--- src/ipd_pkg.sv ---
// ============================================================================
// IR pulse distance decoder package
// Shared types, register codes, reset values and helper functions.
// ============================================================================
`default_nettype none

package ipd_pkg;

  // Event codes carried by the opcode field of an input beat.
  typedef enum logic [1:0] {
    OP_LEAD    = 2'd0,
    OP_DATA    = 2'd1,
    OP_TIMEOUT = 2'd2
  } ipd_op_e;

  // Configuration register indexes.
  typedef enum logic [2:0] {
    REG_LEAD_LOW  = 3'd0,
    REG_LEAD_HIGH = 3'd1,
    REG_GAP_LOW   = 3'd2,
    REG_GAP_HIGH  = 3'd3,
    REG_ZERO_LOW  = 3'd4,
    REG_ZERO_HIGH = 3'd5,
    REG_ONE_LOW   = 3'd6,
    REG_ONE_HIGH  = 3'd7
  } ipd_reg_e;

  localparam int unsigned CFG_W     = 16;
  localparam int unsigned CFG_IDX_W = 3;

  // Reset values of the timing windows, in timer ticks.
  localparam logic [CFG_W-1:0] LEAD_LOW_RST  = 16'd8950;
  localparam logic [CFG_W-1:0] LEAD_HIGH_RST = 16'd9050;
  localparam logic [CFG_W-1:0] GAP_LOW_RST   = 16'd4400;
  localparam logic [CFG_W-1:0] GAP_HIGH_RST  = 16'd4600;
  localparam logic [CFG_W-1:0] ZERO_LOW_RST  = 16'd1100;
  localparam logic [CFG_W-1:0] ZERO_HIGH_RST = 16'd1400;
  localparam logic [CFG_W-1:0] ONE_LOW_RST   = 16'd2200;
  localparam logic [CFG_W-1:0] ONE_HIGH_RST  = 16'd2300;

  // Frame counters.
  localparam logic [5:0] EDGE_MAX       = 6'd63;
  localparam logic [5:0] BITS_PER_FRAME = 6'd32;
  localparam logic [5:0] GAP_EDGE       = 6'd2;

  // Result queue geometry.
  localparam int unsigned FIFO_DEPTH = 3;
  localparam int unsigned FIFO_PTR_W = 2;
  localparam int unsigned FIFO_CNT_W = 2;

  typedef struct packed {
    logic [CFG_W-1:0] lead_low;
    logic [CFG_W-1:0] lead_high;
    logic [CFG_W-1:0] gap_low;
    logic [CFG_W-1:0] gap_high;
    logic [CFG_W-1:0] zero_low;
    logic [CFG_W-1:0] zero_high;
    logic [CFG_W-1:0] one_low;
    logic [CFG_W-1:0] one_high;
  } ipd_cfg_t;

  typedef struct packed {
    logic [7:0] address_byte;
    logic [7:0] address_check;
    logic [7:0] command_byte;
    logic [7:0] command_check;
  } ipd_result_t;

  // Reverse the bit order of a byte with three swap stages.
  function automatic logic [7:0] flip8(input logic [7:0] b);
    logic [7:0] x;
    x = ((b & 8'hF0) >> 4) | ((b & 8'h0F) << 4);
    x = ((x & 8'hCC) >> 2) | ((x & 8'h33) << 2);
    x = ((x & 8'hAA) >> 1) | ((x & 8'h55) << 1);
    return x;
  endfunction

  // Strict window test: both bounds are exclusive.
  function automatic logic in_window(input logic [CFG_W-1:0] v,
                                     input logic [CFG_W-1:0] lo,
                                     input logic [CFG_W-1:0] hi);
    return (v > lo) && (v < hi);
  endfunction

endpackage

`default_nettype wire

--- src/ipd_cfg_regs.sv ---
// ============================================================================
// IR decoder timing registers
// Holds the eight timing window bounds, written through a plain write port.
// ============================================================================
`default_nettype none

module ipd_cfg_regs
  import ipd_pkg::*;
(
  input  wire logic                 clk_i,
  input  wire logic                 rst_ni,
  input  wire logic                 cfg_we_i,
  input  wire logic [CFG_IDX_W-1:0] cfg_idx_i,
  input  wire logic [CFG_W-1:0]     cfg_wdata_i,
  output ipd_cfg_t                  cfg_o
);

  ipd_cfg_t cfg_q;

  // Register file with one write per cycle.
  always_ff @(posedge clk_i or negedge rst_ni) begin
    if (!rst_ni) begin
      cfg_q.lead_low  <= LEAD_LOW_RST;
      cfg_q.lead_high <= LEAD_HIGH_RST;
      cfg_q.gap_low   <= GAP_LOW_RST;
      cfg_q.gap_high  <= GAP_HIGH_RST;
      cfg_q.zero_low  <= ZERO_LOW_RST;
      cfg_q.zero_high <= ZERO_HIGH_RST;
      cfg_q.one_low   <= ONE_LOW_RST;
      cfg_q.one_high  <= ONE_HIGH_RST;
    end else if (cfg_we_i) begin
      unique case (ipd_reg_e'(cfg_idx_i))
        REG_LEAD_LOW:  cfg_q.lead_low  <= cfg_wdata_i;
        REG_LEAD_HIGH: cfg_q.lead_high <= cfg_wdata_i;
        REG_GAP_LOW:   cfg_q.gap_low   <= cfg_wdata_i;
        REG_GAP_HIGH:  cfg_q.gap_high  <= cfg_wdata_i;
        REG_ZERO_LOW:  cfg_q.zero_low  <= cfg_wdata_i;
        REG_ZERO_HIGH: cfg_q.zero_high <= cfg_wdata_i;
        REG_ONE_LOW:   cfg_q.one_low   <= cfg_wdata_i;
        REG_ONE_HIGH:  cfg_q.one_high  <= cfg_wdata_i;
        default: ;
      endcase
    end
  end

  assign cfg_o = cfg_q;

endmodule

`default_nettype wire

--- src/ipd_frame_core.sv ---
// ============================================================================
// IR decoder frame core
// Per-frame state machine logic: lead and gap checks, bit classification,
// byte shifting and result generation on a frame timeout.
// ============================================================================
`default_nettype none

module ipd_frame_core
  import ipd_pkg::*;
(
  input  wire logic             clk_i,
  input  wire logic             rst_ni,
  input  wire ipd_cfg_t         cfg_i,
  input  wire logic             valid_i,
  input  wire logic [1:0]       opcode_i,
  input  wire logic [CFG_W-1:0] interval_i,
  output logic                  push_o,
  output ipd_result_t           result_o
);

  logic [5:0]      edge_count_q, edge_count_d;
  logic [5:0]      bit_count_q, bit_count_d;
  logic            lead_ok_q, lead_ok_d;
  logic            gap_ok_q, gap_ok_d;
  logic            lead_taken_q, lead_taken_d;
  logic [3:0][7:0] shift_q, shift_d;

  logic [5:0] edge_inc;
  logic [1:0] slot;
  logic       is_zero;
  logic       is_one;

  // Shared terms: saturating edge count, target byte and bit class.
  assign edge_inc = (edge_count_q < EDGE_MAX) ? edge_count_q + 6'd1 : edge_count_q;
  assign slot     = bit_count_q[4:3];
  assign is_zero  = in_window(interval_i, cfg_i.zero_low, cfg_i.zero_high);
  assign is_one   = in_window(interval_i, cfg_i.one_low, cfg_i.one_high);

  // Next-state logic for one event beat.
  always_comb begin
    edge_count_d = edge_count_q;
    bit_count_d  = bit_count_q;
    lead_ok_d    = lead_ok_q;
    gap_ok_d     = gap_ok_q;
    lead_taken_d = lead_taken_q;
    shift_d      = shift_q;
    push_o       = 1'b0;

    if (valid_i) begin
      unique case (ipd_op_e'(opcode_i))
        OP_LEAD: begin
          // Only the first lead edge of a frame counts.
          if (!lead_taken_q) begin
            edge_count_d = edge_inc;
            if (in_window(interval_i, cfg_i.lead_low, cfg_i.lead_high)) begin
              lead_ok_d = 1'b1;
            end
            lead_taken_d = 1'b1;
          end
        end
        OP_DATA: begin
          // A data edge before any counted edge only starts timing.
          if (edge_count_q != 6'd0) begin
            edge_count_d = edge_inc;
            if (edge_inc == GAP_EDGE &&
                in_window(interval_i, cfg_i.gap_low, cfg_i.gap_high)) begin
              gap_ok_d = 1'b1;
            end
            if (lead_ok_q && gap_ok_q && edge_inc > GAP_EDGE &&
                bit_count_q < BITS_PER_FRAME) begin
              // An unclassified interval still consumes its bit slot.
              if (is_zero) begin
                shift_d[slot] = {shift_q[slot][6:0], 1'b0};
              end else if (is_one) begin
                shift_d[slot] = {shift_q[slot][6:0], 1'b1};
              end
              bit_count_d = bit_count_q + 6'd1;
            end
          end
        end
        OP_TIMEOUT: begin
          // A valid frame is emitted LSB first; the per-frame counters and flags always clear.
          if (lead_ok_q && gap_ok_q) begin
            shift_d[0] = flip8(shift_q[0]);
            shift_d[1] = flip8(shift_q[1]);
            shift_d[2] = flip8(shift_q[2]);
            shift_d[3] = flip8(shift_q[3]);
            push_o     = 1'b1;
          end
          edge_count_d = 6'd0;
          bit_count_d  = 6'd0;
          lead_ok_d    = 1'b0;
          gap_ok_d     = 1'b0;
          lead_taken_d = 1'b0;
        end
        default: ;
      endcase
    end
  end

  assign result_o.address_byte  = shift_d[0];
  assign result_o.address_check = shift_d[1];
  assign result_o.command_byte  = shift_d[2];
  assign result_o.command_check = shift_d[3];

  // Frame state registers.
  always_ff @(posedge clk_i or negedge rst_ni) begin
    if (!rst_ni) begin
      edge_count_q <= 6'd0;
      bit_count_q  <= 6'd0;
      lead_ok_q    <= 1'b0;
      gap_ok_q     <= 1'b0;
      lead_taken_q <= 1'b0;
      shift_q      <= '0;
    end else begin
      edge_count_q <= edge_count_d;
      bit_count_q  <= bit_count_d;
      lead_ok_q    <= lead_ok_d;
      gap_ok_q     <= gap_ok_d;
      lead_taken_q <= lead_taken_d;
      shift_q      <= shift_d;
    end
  end

  // The bit counter never runs past one frame.
  a_bit_count_range: assert property (@(posedge clk_i) disable iff (!rst_ni)
    bit_count_q <= BITS_PER_FRAME)
    else $error("bit counter exceeded frame length");

  // Bits are only collected after both the lead and the gap passed.
  a_bits_need_sync: assert property (@(posedge clk_i) disable iff (!rst_ni)
    (bit_count_q != 6'd0) |-> (lead_ok_q && gap_ok_q))
    else $error("bits collected without a valid lead and gap");

  // A passed lead check implies the lead edge was taken.
  a_lead_ok_taken: assert property (@(posedge clk_i) disable iff (!rst_ni)
    lead_ok_q |-> lead_taken_q)
    else $error("lead flagged ok without a lead edge");

  // Emitting a frame leaves the per-frame counters cleared.
  a_push_clears: assert property (@(posedge clk_i) disable iff (!rst_ni)
    push_o |=> (edge_count_q == 6'd0 && bit_count_q == 6'd0 && !lead_taken_q))
    else $error("frame state not cleared after a result");

endmodule

`default_nettype wire

--- src/ipd_out_fifo.sv ---
// ============================================================================
// IR decoder result queue
// Small register queue that holds decoded frames until the sink takes them.
// ============================================================================
`default_nettype none

module ipd_out_fifo
  import ipd_pkg::*;
(
  input  wire logic                  clk_i,
  input  wire logic                  rst_ni,
  input  wire logic                  push_i,
  input  wire ipd_result_t           push_data_i,
  output logic                       out_valid_o,
  input  wire logic                  out_stall_i,
  output ipd_result_t                out_data_o,
  output logic [FIFO_CNT_W-1:0]      count_o
);

  ipd_result_t                 entry_q [FIFO_DEPTH];
  logic [FIFO_PTR_W-1:0]       wr_ptr_q, rd_ptr_q;
  logic [FIFO_CNT_W-1:0]       count_q;
  logic                        pop;

  assign out_valid_o = (count_q != '0);
  assign pop         = out_valid_o && !out_stall_i;
  assign out_data_o  = entry_q[rd_ptr_q];
  assign count_o     = count_q;

  // Pointer wrap at the queue depth.
  function automatic logic [FIFO_PTR_W-1:0] ptr_next(input logic [FIFO_PTR_W-1:0] p);
    return (p == FIFO_PTR_W'(FIFO_DEPTH - 1)) ? '0 : p + 1'b1;
  endfunction

  // Queue storage; payload needs no reset.
  always_ff @(posedge clk_i) begin
    if (push_i) begin
      entry_q[wr_ptr_q] <= push_data_i;
    end
  end

  // Pointers and fill count.
  always_ff @(posedge clk_i or negedge rst_ni) begin
    if (!rst_ni) begin
      wr_ptr_q <= '0;
      rd_ptr_q <= '0;
      count_q  <= '0;
    end else begin
      if (push_i) begin
        wr_ptr_q <= ptr_next(wr_ptr_q);
      end
      if (pop) begin
        rd_ptr_q <= ptr_next(rd_ptr_q);
      end
      if (push_i && !pop) begin
        count_q <= count_q + 1'b1;
      end else if (pop && !push_i) begin
        count_q <= count_q - 1'b1;
      end
    end
  end

  // The fill count stays within the queue depth.
  a_count_range: assert property (@(posedge clk_i) disable iff (!rst_ni)
    count_q <= FIFO_CNT_W'(FIFO_DEPTH))
    else $error("result queue count out of range");

  // The input throttle must prevent a push into a full queue.
  a_no_overflow: assert property (@(posedge clk_i) disable iff (!rst_ni)
    (push_i && !pop) |-> (count_q != FIFO_CNT_W'(FIFO_DEPTH)))
    else $error("result queue overflow");

  // A lone push grows the queue by exactly one beat.
  a_push_grows: assert property (@(posedge clk_i) disable iff (!rst_ni)
    (push_i && !pop) |=> (count_q == $past(count_q) + 1'b1))
    else $error("result queue count did not advance on push");

endmodule

`default_nettype wire

--- src/ir_pulse_distance_decoder.sv ---
// ============================================================================
// IR pulse distance decoder
// Decodes pulse-distance remote frames from timed edge events.
// ============================================================================
// The block takes one event beat per cycle unless stalled. Each accepted event
// is held in an input register, where the frame logic updates its state; the
// frame-timeout beat that ends a valid frame writes a decoded frame of four
// bytes into a three-entry result queue, where it waits for the sink. The input
// stalls only when that queue and the event in the input register could fill
// up, which happens when the sink holds off results. The user must write timing
// windows through the configuration port only while idle; the block does not enforce it.
`default_nettype none

module ir_pulse_distance_decoder
  import ipd_pkg::*;
(
  input  wire logic                 clk_i,
  input  wire logic                 rst_ni,
  // Configuration write port
  input  wire logic                 cfg_we_i,
  input  wire logic [CFG_IDX_W-1:0] cfg_idx_i,
  input  wire logic [CFG_W-1:0]     cfg_wdata_i,
  // Event input channel
  input  wire logic                 in_valid_i,
  output logic                      in_stall_o,
  input  wire logic [1:0]           opcode_i,
  input  wire logic [CFG_W-1:0]     interval_i,
  // Frame output channel
  output logic                      out_valid_o,
  input  wire logic                 out_stall_i,
  output logic [7:0]                address_byte_o,
  output logic [7:0]                address_check_o,
  output logic [7:0]                command_byte_o,
  output logic [7:0]                command_check_o
);

  ipd_cfg_t                cfg;
  logic                    in_valid_q;
  logic [1:0]              opcode_q;
  logic [CFG_W-1:0]        interval_q;
  logic                    in_accept;
  logic                    push;
  ipd_result_t             push_data;
  ipd_result_t             out_data;
  logic [FIFO_CNT_W-1:0]   fifo_count;
  logic [FIFO_CNT_W:0]     pending;

  // Throttle input so that every beat in flight has a queue slot.
  assign pending    = {1'b0, fifo_count} + {{FIFO_CNT_W{1'b0}}, in_valid_q};
  assign in_stall_o = (pending >= (FIFO_CNT_W+1)'(FIFO_DEPTH));
  assign in_accept  = in_valid_i && !in_stall_o;

  // Input register.
  always_ff @(posedge clk_i or negedge rst_ni) begin
    if (!rst_ni) begin
      in_valid_q <= 1'b0;
    end else begin
      in_valid_q <= in_accept;
    end
  end

  always_ff @(posedge clk_i) begin
    if (in_accept) begin
      opcode_q   <= opcode_i;
      interval_q <= interval_i;
    end
  end

  // Timing window registers.
  ipd_cfg_regs u_cfg_regs (
    .clk_i       (clk_i),
    .rst_ni      (rst_ni),
    .cfg_we_i    (cfg_we_i),
    .cfg_idx_i   (cfg_idx_i),
    .cfg_wdata_i (cfg_wdata_i),
    .cfg_o       (cfg)
  );

  // Frame decoding logic.
  ipd_frame_core u_frame_core (
    .clk_i      (clk_i),
    .rst_ni     (rst_ni),
    .cfg_i      (cfg),
    .valid_i    (in_valid_q),
    .opcode_i   (opcode_q),
    .interval_i (interval_q),
    .push_o     (push),
    .result_o   (push_data)
  );

  // Result queue toward the sink.
  ipd_out_fifo u_out_fifo (
    .clk_i       (clk_i),
    .rst_ni      (rst_ni),
    .push_i      (push),
    .push_data_i (push_data),
    .out_valid_o (out_valid_o),
    .out_stall_i (out_stall_i),
    .out_data_o  (out_data),
    .count_o     (fifo_count)
  );

  assign address_byte_o  = out_data.address_byte;
  assign address_check_o = out_data.address_check;
  assign command_byte_o  = out_data.command_byte;
  assign command_check_o = out_data.command_check;

endmodule

`default_nettype wire
--- config.mk ---
export PLATFORM = sky130hd
export DESIGN_NAME = ir_pulse_distance_decoder
export DESIGN_NICKNAME = d
export VERILOG_FILES = /design/src/ipd_pkg.sv /design/src/ipd_cfg_regs.sv /design/src/ipd_frame_core.sv /design/src/ipd_out_fifo.sv /design/src/ir_pulse_distance_decoder.sv
export SDC_FILE = /design/constraint.sdc
export NUM_CORES = 1
export LEC_CHECK = 0
export ABC_AREA = 1
export CORE_UTILIZATION = 56
export DETAILED_ROUTE_END_ITERATION = 10
export DONT_BUFFER_PORTS = 1
export PLACE_DENSITY = 0.71
export SYNTH_ARGS = -nofsm -noshare
export SYNTH_HDL_FRONTEND = slang
export SYNTH_HIERARCHICAL = 1
export SYNTH_SLANG_ARGS = --single-unit
--- constraint.sdc ---
create_clock -name clk_i -period 3.25 [get_ports clk_i]
set_input_delay 0 -clock clk_i [delete_from_list [all_inputs] [get_ports clk_i]]
set_output_delay 0 -clock clk_i [all_outputs]
set_load 0.05 [all_outputs]
==> results_dict.tcl <==
set metrics [dict create \
    cts_buffers 35 \
    fmax_mhz 330.9 \
    yosys-top-cells-area "edfxtp_1, dfrtp_1, nand2_1, ha_1, dfstp_2" \
    antenna_left 0 \
    cp-end-kind "flip-flop" \
    die_area_um2 30640 \
    finalSetupViolations 0 \
    dpl.hpwl_um 27650 \
    antenna_cells 0 \
    crit_buf_inv 1 \
    finClkSkew_ns 0.01582 \
    crit_cells 13 \
    start_util 0.5765 \
    worst-endpoint-required_ns 3.50 \
    synthDistinctLibCells 45 \
    synth_edf_count 114 \
    timing.hold.ws_ns -0.8094 \
    maxSlewViolCount 0 \
    syn-num-nets 2160 \
    grt_pass1_wl_um 67900 \
    cpMostUsedCell "nand3_1" \
    hold_buffers 48 \
    first_iter_violations 1086 \
    wl_um 42780 \
    max_slew_margin 0.3067 \
    num_rows 62 \
    synth_area_leader_cell "edfxtp_1" \
    power_density_nw_per_um2 886.4 \
    cp_top_family "simple AND/OR/NAND/NOR gates" \
    synthCells 1984 \
    failed_checks "negative hold slack" \
    drt-pass1-iter-count 5 \
    grt_pass1_vias 12910 \
    max_cap_violations 0 \
    synthFlopType "dfrtp_1" \
    synth.top_cell.area_share 0.2041 \
    r2r-end "u_out_fifo/entry_q[1][7]$_DFFE_PP_" \
    port-buffer-count 0 \
    cts_max_level 2 \
    arrival_ns 3.27 \
    cts.sinks 296 \
    reg2regPathDepth 13 \
    fin_crit_sh 0.9299 \
    p_leak_nw 9.025 \
    gp_congestion 0.8711 \
    r2r_start "interval_q[9]$_DFFE_PP_" \
    hold_path_class "in2async" \
    die_x_um 175.1 \
    routed_via_density 5.502 \
    grt_start_max_net_pins 183 \
    dr_total_vias 13330 \
    core-area_um2 29090 \
    reg2reg_slack_ns 0.23 \
    status "complete, but fails checks" \
    worst_path_largest_cell_delay_ns 0.57 \
    async_flop_share 0.6149 \
    clockRootBuffer "clkbuf_16" \
    final_area_um2 18730 \
    final_cell_mix "nand2_1, inv_1, nand3_1" \
    final_nets 2188 \
    syn_to_final_growth_pct 11.70 \
    path_clk_slew_ns 0.06 \
    final_common_cell "nand2_1" \
    critPathMaxFanout 18 \
    path_cells "ha_1 > nand2_1 > nor2_1 > nand2_1 > nor2_1 > nand2_1 > nand3_1 > nand3_1 > nand2_2 > buf_4 > nand3_1 > nand3_1 > a21oi_1" \
    fin_ws_ns 0.2277 \
    routedWlPerCell_um 17.66 \
    rsz0062_at_grt "false" \
    fin_tns_setup_ns 0 \
    dpl_cell_area_um2 17020 \
    drive_gt1_frac 0.1183 \
    yosysSeqAreaShare 0.4792 \
    pre_cts_slack_ns 0.2423 \
    cts_tree "yes" \
    ir_worst_vdd_mv 0.4916 \
    crit_type "reg2reg" \
    clock_path_buffers 3 \
    globalRouteTotalUtil 0.2845 \
    hold_viol_final 182 \
    slowest_stage "edfxtp_1" \
    worst-slew-pin-transition_ns 1.039 \
    die_h_um 175.1 \
    io_pins 76 \
    drc 0 \
    cp-start-kind "flip-flop" \
    fin_crit_ns 3.022 \
    synth_warnings 6 \
    ys_ff_latch 296 \
    syn_area_um2 16770 \
    avgSynthCellArea_um2 8.453 \
    antenna_found_initial 1 \
    overflow 0 \
    clk_latency_ns 0.51 \
]
-- synthesized netlist by cell type (4+ instances only) --
library cell / n
nor2_1: 80
nand2_1: 646
o21ai_0: 121
nand3_1: 142
nor2_2: 4
inv_2: 5
nand2_4: 4
nand2_2: 28
a211oi_1: 4
nand3_2: 42
nand4_1: 14
buf_2: 32
dfstp_2: 47
inv_1: 252
dfrtp_1: 135
edfxtp_1: 114
a21oi_1: 67
a21oi_2: 20
clkbuf_1: 32
nor3_1: 9
nor2_4: 5
buf_4: 8
clkbuf_2: 4
ha_1: 134
-- through the flow --
step | utilization | std cells | power [mW]
2_1_floorplan | - | 1984 | 10.82
3_3_place_gp | 0.5852 | 2311 | 12.16
3_5_place_dp | 0.5852 | 2311 | 12.35
4_1_cts | 0.6434 | 2422 | 16.60
5_1_grt | 0.6440 | 2422 | 17.66
6_report | 0.6440 | 2422 | 16.61
-- worst max path at each step --
| stage | slack [ns] | end | startpoint |
|---|---|---|---|
| 2_1_floorplan | 0.40 | u_out_fifo/entry_q[2][0]$_DFFE_PP_ | opcode_q[0]$_DFFE_PP_ |
| 3_3_place_gp | 0.28 | u_out_fifo/entry_q[1][26]$_DFFE_PP_ | interval_q[15]$_DFFE_PP_ |
| 3_5_place_dp | 0.24 | u_out_fifo/entry_q[0][7]$_DFFE_PP_ | interval_q[15]$_DFFE_PP_ |
| 4_1_cts | 0.20 | u_out_fifo/entry_q[2][27]$_DFFE_PP_ | interval_q[9]$_DFFE_PP_ |
| 5_1_grt | 0.08 | u_out_fifo/entry_q[2][27]$_DFFE_PP_ | interval_q[15]$_DFFE_PP_ |
| 6_report | 0.23 | u_out_fifo/entry_q[1][7]$_DFFE_PP_ | interval_q[9]$_DFFE_PP_ |
-- cells by family (layout without fill, tap and decap cells) --
group	after synthesis	after routing	share of synthesized area
AO/OA/AOI/OAI	230	230	0.07632
XOR/XNOR	4	4	0.002089
adder cells (fa/ha/maj)	134	134	0.09997
buffers and inverters	340	394	0.08326
flip-flops	296	296	0.4792
AND/OR/NAND/NOR	980	980	0.2592
-- flip-flops by register name (all words and copies together) (netlist names) --
name                       cells
in_valid_q                     1
u_out_fifo/wr_ptr_q            2
interval_q                    16
u_frame_core/shift_q          32
u_frame_core/bit_count_q       6
u_cfg_regs/cfg_o             128
u_out_fifo/count_o             2
u_frame_core/lead_ok_q         1
u_frame_core/edge_count_q      6
u_out_fifo/entry_q            96
u_frame_core/lead_taken_q      1
u_frame_core/gap_ok_q          1
u_out_fifo/rd_ptr_q            2
opcode_q                       2
-- where the power goes --
group | switching, mW | total (mW) | internal, mW
Clock | 1.52 | 4.12 | 2.60
Combinational | 4.75 | 6.73 | 1.98
Sequential | 0.728 | 5.76 | 5.03
-- metal layers --
layer  share of wire  vias up  global-route usage
li1                -     6452                   -
met1            0.41     6445              0.3479
met2            0.51      346              0.5132
met3           0.049       82             0.03416
met4           0.032        0              0.1054
met5               0        -                   0
-- area by class of cell --
type                    count  area [µm²]
fillers                  2419       10360
flip-flops and latches    296        8038
multi-input cells        1348        7363
clock buffers              47       983.4
inverters                 258       968.4
repair buffers             73       668.1
well taps                 384       480.5
clock inverters            16       231.5
-- timing repair --
action | CTS | global route
setup buffers | 0 | 0
setup endpoints to repair | 0 | 19
hold endpoints to repair | 332 | 182
gates resized for setup | 0 | 3
Note: power is estimated with default switching activity, not from simulation.
